<file path="config.mk">
export PLATFORM = sky130hd
export DESIGN_NAME = text_console_cursor
export DESIGN_NICKNAME = d
export VERILOG_FILES = /design/src/hw/rtl/tcc_pkg.sv /design/src/hw/rtl/tcc_step.sv /design/src/hw/rtl/tcc_queue.sv /design/src/hw/rtl/text_console_cursor.sv
export SDC_FILE = /design/constraint.sdc
export NUM_CORES = 1
export LEC_CHECK = 0
export CORE_ASPECT_RATIO = 1.5
export CORE_MARGIN = 1
export CORE_UTILIZATION = 40
export CTS_BUF_LIST = sky130_fd_sc_hd__clkbuf_8 sky130_fd_sc_hd__clkbuf_16
export CTS_CLUSTER_DIAMETER = 40
export DETAILED_ROUTE_END_ITERATION = 10
export DONT_BUFFER_PORTS = 1
export PLACE_DENSITY_LB_ADDON = 0.12
export RECOVER_POWER = 50
export REMOVE_ABC_BUFFERS = 1
export SLEW_MARGIN = 25
export SYNTH_ARGS = -nofsm -noshare
export SYNTH_HDL_FRONTEND = slang
export SYNTH_HIERARCHICAL = 1
export SYNTH_SLANG_ARGS = --single-unit
</file>
<file path="constraint.sdc">
create_clock -name clock -period 9.5 [get_ports clock]
set_input_delay 1.9 -clock clock [delete_from_list [all_inputs] [get_ports clock]]
set_output_delay 1.9 -clock clock [all_outputs]
set_load 0.005 [all_outputs]
</file>
<file path="src/hw/rtl/tcc_pkg.sv">
`timescale 1ns / 1ps
// ----------------------------------------------------------------------------
// tcc_pkg
// Shared types and constants of the text console cursor block.
// ----------------------------------------------------------------------------
package tcc_pkg;

   localparam int COORD_BITS = 12;
   localparam int CSR_IDX_BITS = 2;
   localparam int QUEUE_DEPTH = 4;
   localparam int QUEUE_PTR_BITS = $clog2(QUEUE_DEPTH);
   localparam int QUEUE_CNT_BITS = $clog2(QUEUE_DEPTH + 1);

   localparam int CELL_W = 16;
   localparam int LINE_H = 22;
   localparam int BASE_INSET = 4;
   localparam int TOP_INSET = 2;

   // register indexes
   localparam logic [CSR_IDX_BITS-1:0] CSR_LEFT_EDGE    = 2'd0;
   localparam logic [CSR_IDX_BITS-1:0] CSR_TOP_EDGE     = 2'd1;
   localparam logic [CSR_IDX_BITS-1:0] CSR_RIGHT_LIMIT  = 2'd2;
   localparam logic [CSR_IDX_BITS-1:0] CSR_BOTTOM_LIMIT = 2'd3;

   localparam logic [COORD_BITS-1:0] LEFT_EDGE_RST    = COORD_BITS'(12);
   localparam logic [COORD_BITS-1:0] TOP_EDGE_RST     = COORD_BITS'(40);
   localparam logic [COORD_BITS-1:0] RIGHT_LIMIT_RST  = COORD_BITS'(808);
   localparam logic [COORD_BITS-1:0] BOTTOM_LIMIT_RST = COORD_BITS'(608);
   localparam logic [COORD_BITS-1:0] COLUMN_RST       = COORD_BITS'(14);
   localparam logic [COORD_BITS-1:0] LINE_RST         = COORD_BITS'(42);

   // command codes
   localparam logic CMD_PUT  = 1'b0;
   localparam logic CMD_HOME = 1'b1;

   // control characters
   localparam logic [7:0] CH_BS = 8'd8;
   localparam logic [7:0] CH_LF = 8'd10;
   localparam logic [7:0] CH_CR = 8'd13;
   localparam logic [7:0] CH_FIRST_PRINT = 8'd32;
   localparam logic [7:0] CH_LAST_PRINT  = 8'd126;
   localparam logic [6:0] GLYPH_QMARK = 7'd31;
   localparam logic [6:0] GLYPH_SPACE = 7'd0;

   // result actions
   localparam logic [1:0] ACT_GLYPH  = 2'd0;
   localparam logic [1:0] ACT_OPAQUE = 2'd1;
   localparam logic [1:0] ACT_SCROLL = 2'd2;

   typedef struct packed {
      logic       command;
      logic [7:0] character_code;
   } req_type;

   typedef struct packed {
      logic [1:0]            action;
      logic [6:0]            glyph_index;
      logic [COORD_BITS-1:0] pos_x;
      logic [COORD_BITS-1:0] pos_y;
      logic                  last_result;
   } rsp_type;

   typedef struct packed {
      logic [COORD_BITS-1:0] left_edge;
      logic [COORD_BITS-1:0] top_edge;
      logic [COORD_BITS-1:0] right_limit;
      logic [COORD_BITS-1:0] bottom_limit;
   } cfg_type;

   typedef struct packed {
      logic [1:0]            count;
      rsp_type               rsp0;
      rsp_type               rsp1;
      logic [COORD_BITS-1:0] column;
      logic [COORD_BITS-1:0] line;
   } step_type;

endpackage

</file>
<file path="src/hw/rtl/tcc_step.sv">
`timescale 1ns / 1ps
// ----------------------------------------------------------------------------
// tcc_step
// Cursor update and draw command generation for one request.
// ----------------------------------------------------------------------------
module tcc_step import tcc_pkg::*; (
   input  req_type               req,
   input  cfg_type               cfg,
   input  logic [COORD_BITS-1:0] column,
   input  logic [COORD_BITS-1:0] line,
   output step_type              step
);

   localparam int W = COORD_BITS;

   logic [W-1:0] base;
   logic [W:0]   adv_wide;
   logic [W:0]   top_wide;
   logic [W+1:0] adv_bottom;
   logic         scroll_need;
   logic [W-1:0] line_nl;
   logic [W:0]   col_wide;
   logic [W-1:0] right_room;
   logic         wrap;
   logic [W-1:0] col_back;
   logic [6:0]   glyph;
   rsp_type      scroll_rsp;

   always_comb begin
      base       = cfg.left_edge + W'(BASE_INSET);
      adv_wide   = {1'b0, line} + (W+1)'(LINE_H);
      top_wide   = {1'b0, cfg.top_edge} + (W+1)'(LINE_H);
      adv_bottom = {1'b0, adv_wide} + (W+2)'(LINE_H);
      // scroll only when the region holds more than one line
      scroll_need = ({1'b0, cfg.bottom_limit} > top_wide) &&
                    (adv_bottom > {2'b00, cfg.bottom_limit});
      line_nl    = scroll_need ? line : adv_wide[W-1:0];
      col_wide   = {1'b0, column} + (W+1)'(CELL_W);
      right_room = cfg.right_limit - W'(CELL_W);
      wrap       = (cfg.right_limit >= W'(CELL_W)) && (col_wide > {1'b0, right_room});
      col_back   = column - W'(CELL_W);
      glyph      = (req.character_code >= CH_FIRST_PRINT &&
                    req.character_code <= CH_LAST_PRINT) ?
                   7'(req.character_code - CH_FIRST_PRINT) : GLYPH_QMARK;

      scroll_rsp             = '0;
      scroll_rsp.action      = ACT_SCROLL;
      scroll_rsp.last_result = 1'b1;

      step        = '0;
      step.column = column;
      step.line   = line;

      if (req.command == CMD_HOME) begin
         step.column = base;
         step.line   = cfg.top_edge + W'(TOP_INSET);
      end else begin
         unique case (req.character_code)
            CH_LF: begin
               step.column = base;
               if (scroll_need) begin
                  step.count = 2'd1;
                  step.rsp0  = scroll_rsp;
               end else begin
                  step.line = line_nl;
               end
            end
            CH_CR: begin
               step.column = base;
            end
            CH_BS: begin
               if (column > base) begin
                  step.column           = col_back;
                  step.count            = 2'd1;
                  step.rsp0.action      = ACT_OPAQUE;
                  step.rsp0.glyph_index = GLYPH_SPACE;
                  step.rsp0.pos_x       = col_back;
                  step.rsp0.pos_y       = line;
                  step.rsp0.last_result = 1'b1;
               end
            end
            default: begin
               step.rsp0.action      = ACT_GLYPH;
               step.rsp0.glyph_index = glyph;
               step.rsp0.pos_x       = column;
               step.rsp0.pos_y       = line;
               step.count            = 2'd1;
               step.rsp0.last_result = 1'b1;
               if (wrap) begin
                  step.column = base;
                  if (scroll_need) begin
                     step.count            = 2'd2;
                     step.rsp0.last_result = 1'b0;
                     step.rsp1             = scroll_rsp;
                  end else begin
                     step.line = line_nl;
                  end
               end else begin
                  step.column = col_wide[W-1:0];
               end
            end
         endcase
      end
   end

endmodule

</file>
<file path="src/hw/rtl/tcc_queue.sv">
`timescale 1ns / 1ps
// ----------------------------------------------------------------------------
// tcc_queue
// Small result queue: takes up to two results per cycle, hands out one per cycle while rsp_ready is high.
// ----------------------------------------------------------------------------
module tcc_queue import tcc_pkg::*; (
   input  logic    clock,
   input  logic    reset,
   input  logic    push_en,
   input  logic [1:0] push_count,
   input  rsp_type push_rsp0,
   input  rsp_type push_rsp1,
   output logic    room_two,
   output logic    rsp_valid,
   input  logic    rsp_ready,
   output rsp_type rsp_data,
   output logic [QUEUE_CNT_BITS-1:0] fill
);

   rsp_type entry_ff [QUEUE_DEPTH];
   logic [QUEUE_PTR_BITS-1:0] wr_ptr_ff, wr_ptr_in;
   logic [QUEUE_PTR_BITS-1:0] rd_ptr_ff, rd_ptr_in;
   logic [QUEUE_CNT_BITS-1:0] count_ff, count_in;
   logic [QUEUE_CNT_BITS-1:0] n_push;
   logic pop;

   always_comb begin
      n_push    = push_en ? QUEUE_CNT_BITS'(push_count) : '0;
      pop       = rsp_valid && rsp_ready;
      wr_ptr_in = wr_ptr_ff + QUEUE_PTR_BITS'(n_push);
      rd_ptr_in = rd_ptr_ff + QUEUE_PTR_BITS'(pop);
      count_in  = count_ff + n_push - QUEUE_CNT_BITS'(pop);
   end

   assign rsp_valid = (count_ff != '0);
   assign rsp_data  = entry_ff[rd_ptr_ff];
   assign room_two  = (count_ff <= QUEUE_CNT_BITS'(QUEUE_DEPTH - 2));
   assign fill      = count_ff;

   always_ff @(posedge clock) begin
      if (reset) begin
         wr_ptr_ff <= '0;
         rd_ptr_ff <= '0;
         count_ff  <= '0;
      end else begin
         wr_ptr_ff <= wr_ptr_in;
         rd_ptr_ff <= rd_ptr_in;
         count_ff  <= count_in;
      end
   end

   always_ff @(posedge clock) begin
      if (push_en && push_count != 2'd0) begin
         entry_ff[wr_ptr_ff] <= push_rsp0;
      end
      if (push_en && push_count == 2'd2) begin
         entry_ff[wr_ptr_ff + QUEUE_PTR_BITS'(1)] <= push_rsp1;
      end
   end

endmodule

</file>
<file path="src/hw/rtl/text_console_cursor.sv">
`timescale 1ns / 1ps
// ----------------------------------------------------------------------------
// text_console_cursor
// Console cursor tracking with glyph draw and scroll command output.
// ----------------------------------------------------------------------------
// Usage:
//   req_* carries one request per handshake: a character code or a home
//   command. rsp_* returns draw commands (transparent glyph, opaque space,
//   scroll up), at most two per request, the last one flagged last_result.
//   csr_* writes the region edges; write only while no request is in flight.
// Timing:
//   A request's results go into the result queue when it is taken and reach
//   rsp_* from there. One request is taken per cycle while req_ready is high;
//   the cursor update is combinational logic. Results leave one per cycle while
//   rsp_ready is high; a character that wraps with a scroll gives two results.
// Stall:
//   Results wait in a four-entry queue; req_ready is high while the queue has
//   room for two more results, so requests keep flowing while rsp is stalled
//   until fewer than two entries are free.
// Reset:
//   Synchronous, active high: region registers go to 12/40/808/608, the
//   cursor to column 14, line 42, and the queue empties.
// ----------------------------------------------------------------------------
module text_console_cursor import tcc_pkg::*; (
   input  logic                    clock,
   input  logic                    reset,
   input  logic                    req_valid,
   output logic                    req_ready,
   input  req_type                 req_data,
   output logic                    rsp_valid,
   input  logic                    rsp_ready,
   output rsp_type                 rsp_data,
   input  logic                    csr_we,
   input  logic [CSR_IDX_BITS-1:0] csr_index,
   input  logic [COORD_BITS-1:0]   csr_wdata
);

   cfg_type cfg_ff, cfg_in;
   logic [COORD_BITS-1:0] column_ff, column_in;
   logic [COORD_BITS-1:0] line_ff, line_in;
   step_type step;
   logic req_fire;
   logic [QUEUE_CNT_BITS-1:0] fill;

   assign req_fire = req_valid && req_ready;

   tcc_step u_step (
      .req    (req_data),
      .cfg    (cfg_ff),
      .column (column_ff),
      .line   (line_ff),
      .step   (step)
   );

   tcc_queue u_queue (
      .clock      (clock),
      .reset      (reset),
      .push_en    (req_fire),
      .push_count (step.count),
      .push_rsp0  (step.rsp0),
      .push_rsp1  (step.rsp1),
      .room_two   (req_ready),
      .rsp_valid  (rsp_valid),
      .rsp_ready  (rsp_ready),
      .rsp_data   (rsp_data),
      .fill       (fill)
   );

   always_comb begin
      cfg_in    = cfg_ff;
      column_in = req_fire ? step.column : column_ff;
      line_in   = req_fire ? step.line : line_ff;
      if (csr_we) begin
         unique case (csr_index)
            CSR_LEFT_EDGE:    cfg_in.left_edge    = csr_wdata;
            CSR_TOP_EDGE:     cfg_in.top_edge     = csr_wdata;
            CSR_RIGHT_LIMIT:  cfg_in.right_limit  = csr_wdata;
            CSR_BOTTOM_LIMIT: cfg_in.bottom_limit = csr_wdata;
            default:          cfg_in = cfg_ff;
         endcase
      end
   end

   always_ff @(posedge clock) begin
      if (reset) begin
         cfg_ff.left_edge    <= LEFT_EDGE_RST;
         cfg_ff.top_edge     <= TOP_EDGE_RST;
         cfg_ff.right_limit  <= RIGHT_LIMIT_RST;
         cfg_ff.bottom_limit <= BOTTOM_LIMIT_RST;
         column_ff           <= COLUMN_RST;
         line_ff             <= LINE_RST;
      end else begin
         cfg_ff    <= cfg_in;
         column_ff <= column_in;
         line_ff   <= line_in;
      end
   end

   // queue never overfills
   a_fill_bound: assert property (@(posedge clock) disable iff (reset)
      fill <= QUEUE_CNT_BITS'(QUEUE_DEPTH))
      else $error("result queue overfilled");

   // only a put of a character other than LF, CR and BS can produce two results
   a_two_only_print: assert property (@(posedge clock) disable iff (reset)
      (req_fire && step.count == 2'd2) |->
      (req_data.command == CMD_PUT && req_data.character_code != CH_LF &&
       req_data.character_code != CH_CR && req_data.character_code != CH_BS))
      else $error("two results from a non-printable request");

   // scroll commands carry no position and always close a request
   a_scroll_form: assert property (@(posedge clock) disable iff (reset)
      (rsp_valid && rsp_data.action == ACT_SCROLL) |->
      (rsp_data.last_result && rsp_data.pos_x == '0 && rsp_data.pos_y == '0))
      else $error("malformed scroll result");

   // home moves the cursor to the region start
   a_home: assert property (@(posedge clock) disable iff (reset)
      (req_fire && req_data.command == CMD_HOME) |=>
      (column_ff == $past(cfg_ff.left_edge + COORD_BITS'(BASE_INSET)) &&
       line_ff == $past(cfg_ff.top_edge + COORD_BITS'(TOP_INSET))))
      else $error("home did not reach region start");

endmodule
</file>
==> run summary <==
Post-Layout Cell Count -> 1768
RSZ-0062 raised after global routing -> no
Largest net degree at the start of global routing -> 98
Vias per inst -> 5.45
Final period utilization -> 75.5%
Stages on worst setup path -> 22
Top cells by area, synth -> edfxtp_1, dfxtp_1, mux2_2, ha_1, mux4_2
Critical path class -> reg -> reg
Least-Margin Pin Slew -> 3.15 ns
Layout area overhead -> 7.73%
Post-route DRC -> 0
Die Wd -> 157 µm
Placed Area -> 14500 µm²
FMAX -> 139 MHz
# nets final -> 1360
GPL Wtd Cong -> 0.869
Flop2flop setup slack -> 2.32 ns
DP Cell Count -> 1706
1st-pass router iterations -> 5
EDFF count, synth -> 136
Sequential share of the synthesized area -> 39.3%
Register-to-Register Path Depth -> 22
Slew HR -> -110%
Hold Path Class -> reg -> reg
Post-CTS Hold Buffers -> 0
Synth Area in Compound Gates -> 10.2%
Final setup TNS -> 0 ns
Setup-failing EPs final -> 0
Crit. End Element -> flop
Vias in the first global route -> 9792
Post-synthesis adder-cell area fraction -> 5.51%
Synth Area in Simple Gates -> 13.6%
Clock skew -> 0.0189 ns
Ys async rst share -> 0%
Initial antenna violation count -> 0
Data required, critical path -> 9.67 ns
Post-DP HPWL -> 24000 µm
Largest delay share family, worst path -> compound AO/OA/AOI/OAI gates
Final Power -> 3.01 mW
Power per cell area -> 194 nW/µm²
Share of cells above drive strength 1 -> 21.1%
Cell count after synthesis -> 1306
Min Tclk post-route -> 7.18 ns
Number of diodes -> 0
Yosys Warn Count -> 6
WL/cell -> 20.1 µm
Final Hold Vio Count -> 0
Crit path DAT -> 7.35 ns
Main combinational cell family by area after synthesis -> multiplexers
GRT met3 Usage -> 2.77%
Post-CTS setup buffer count -> 0
Synth Register Bits -> 215
Worst Path Buf+Inv -> 4
Yosys top cell by area -> edfxtp_1
Routed WL -> 35500 µm
Starting density of the core -> 40.9%
Worst-Skew Late Latency -> 0.53 ns
Clk pin slew, worst setup/hold paths -> 0.05 ns
Top cell type's share of synthesized area -> 28.3%
Synthesized area per cell -> 11.1 µm²
I/O Pins -> 64
CP max FO -> 26
Initial drt markers -> 413
Total GRT Usage -> 19.5%
First-pass GRT wire length -> 55600 µm
CTS tree -> yes
Die H -> 235 µm
Clk root buf -> clkbuf_16
CP max stage cell -> o21ai_0
XOR/XNOR share of the synthesized area -> 4.31%
GRT busiest layer -> met2
Via count -> 9642
Netlist cell types -> 90
Post-synth top cells -> edfxtp_1, mux2_2, dfxtp_1
Port bufs -> 0
Synth Flop Type -> edfxtp_1
Leakage -> 5.86 nW
Failing checks -> max-capacitance violations, max-slew violations
Crit-path cells -> inv_1 -> ha_1 -> nor2b_1 -> nor2_1 -> nor2_1 -> nand4_1 -> xor2_1 -> xnor2_1 -> ha_1 -> nand2_1 -> nor4_1 -> o21ba_2 -> o41ai_1 -> a31oi_2 -> clkbuf_1 -> a31o_2 -> a21oi_1 -> clkbuf_1 -> nor2_1 -> mux2i_1 -> o21ai_0 -> buf_4
Final Cell Area -> 15500 µm²
Top-count cell post-synth -> edfxtp_1
Area of the die -> 36900 µm²
Outcome -> finished, violations left
Peak VDD IR -> 0.0000931 V
Mux contribution to synthesized area -> 20.7%
Worst path max stage delay -> 1.18 ns
# rows -> 84
PostCTS Resize Cnt -> 0
Mapped Area -> 14400 µm²
CTS Buffer Depth -> 3
Core ar. -> 35300 µm²
Reg2Reg Capture Point -> u_queue/entry_ff[2][22]
Fill count -> 3417
CP dominant cell by count -> nor2_1
Reg2Reg Launch Point -> line_ff[1]
GR Util met1 -> 22.6%
Maxcap violations -> 3
Cts bufs inserted -> 34
GRT overflow -> 0
Global routing usage on met2 -> 35.8%
Setup crit start kind -> flop
Max-slew violations -> 91
Hold Path End -> cfg_ff[14]
Clock sinks -> 215
Hold_sp -> cfg_ff[14]
Routed Antenna Nets -> 0
WHS Path Cells -> 2
H-tree levels -> 2
==> how the worst max path moves through the flow <==
stage | from | end | slack, ns
3_3_place_gp | req_data[4] | u_queue/entry_ff[3][29] | 3.58
2_1_floorplan | line_ff[1] | u_queue/entry_ff[0][0] | 1.38
4_1_cts | line_ff[1] | u_queue/entry_ff[3][10] | 3.58
3_5_place_dp | req_data[4] | u_queue/entry_ff[1][16] | 3.55
5_1_grt | line_ff[1] | u_queue/entry_ff[2][22] | 1.68
6_report | line_ff[1] | u_queue/entry_ff[2][22] | 2.32
==> report_power, final <==
| part | switching, mW | internal (mW) | leakage, nW |
|---|---|---|---|
| registers | 0.0725 | 1.05 | 1.93 |
| logic | 0.369 | 0.317 | 3.38 |
| clock network | 0.481 | 0.719 | 0.552 |
| total | 0.922 | 2.09 | 5.86 |
==> final cells by class <==
class | count | area [µm²] | area share (%)
multi-input cells | 962 | 7950 | 51.2
inverters | 44 | 165 | 1.06
well taps | 473 | 592 | 3.81
clock inverters | 26 | 206 | 1.33
clock buffers | 36 | 890 | 5.72
flip-flops and latches | 215 | 5670 | 36.5
repair buffers | 12 | 75.1 | 0.483
==> worst min-delay path: stages (launching register included) <==
cell and delay, ns:
dfxtp_1 0.32, nand2b_1 0.07, mux2i_1 0.06
==> cells in the final DEF, fill, tap and decap left out, types with 7 or more instances in the layout <==
cell type  netlist  final
a21bo_2         18     18
a211oi_1         7      8
a21o_1           7      7
nand2_1         61     61
mux2_2         106    105
mux2i_1         53     53
and3_1          14     15
nor2b_1         10     11
conb_1           1     32
nor2_1          70     69
buf_4           40      8
nand3_1         43     43
ha_1            62     62
dfxtp_1         79     77
inv_1           44     51
mux4_2          34     34
o21ai_0         32     33
clkbuf_16        0     35
nor3_1          29     28
edfxtp_1       136    136
and2_1          11     11
xnor2_1         41     41
nand4_1         16     16
xor2_1          30     30
a21oi_1         52     51
o211ai_1        17     17
a211o_1          7      7
nor4_1           9      9
inv_6            0      8
nand2b_1        53     53
mux2_4          30     30
o21a_1          12     12
==> stage by stage <==
step	hold slack, ns	util (%)	setup WS (ns)
2_1_floorplan	0.458	-	1.38
3_3_place_gp	0.484	41.1	3.58
3_5_place_dp	0.483	41.1	3.55
4_1_cts	0.499	44.3	3.58
5_1_grt	0.514	44.0	1.68
6_report	0.497	44.0	2.32
==> state kept, by name (all words and copies together) (netlist names) <==
name / count
cfg_ff: 48
line_ff: 12
u_queue/wr_ptr_ff: 2
u_queue/fill: 3
column_ff: 12
u_queue/rd_ptr_ff: 2
u_queue/entry_ff: 136
==> metal layers <==
metal | vias up | part of all wire [%]
met4 | 0 | 2.8
li1 | 4723 | -
met1 | 4688 | 41
met5 | - | 0
met2 | 182 | 53
met3 | 49 | 3.5
==> cells by family after synthesis <==
kind of cell / Yosys count
buf+inv: 160
mux: 227
other cells: 1
fa+ha+maj: 63
simple gates: 360
flops: 215
xor+xnor: 71
compound gates: 209
Note: power is estimated with default switching activity, not from simulation.
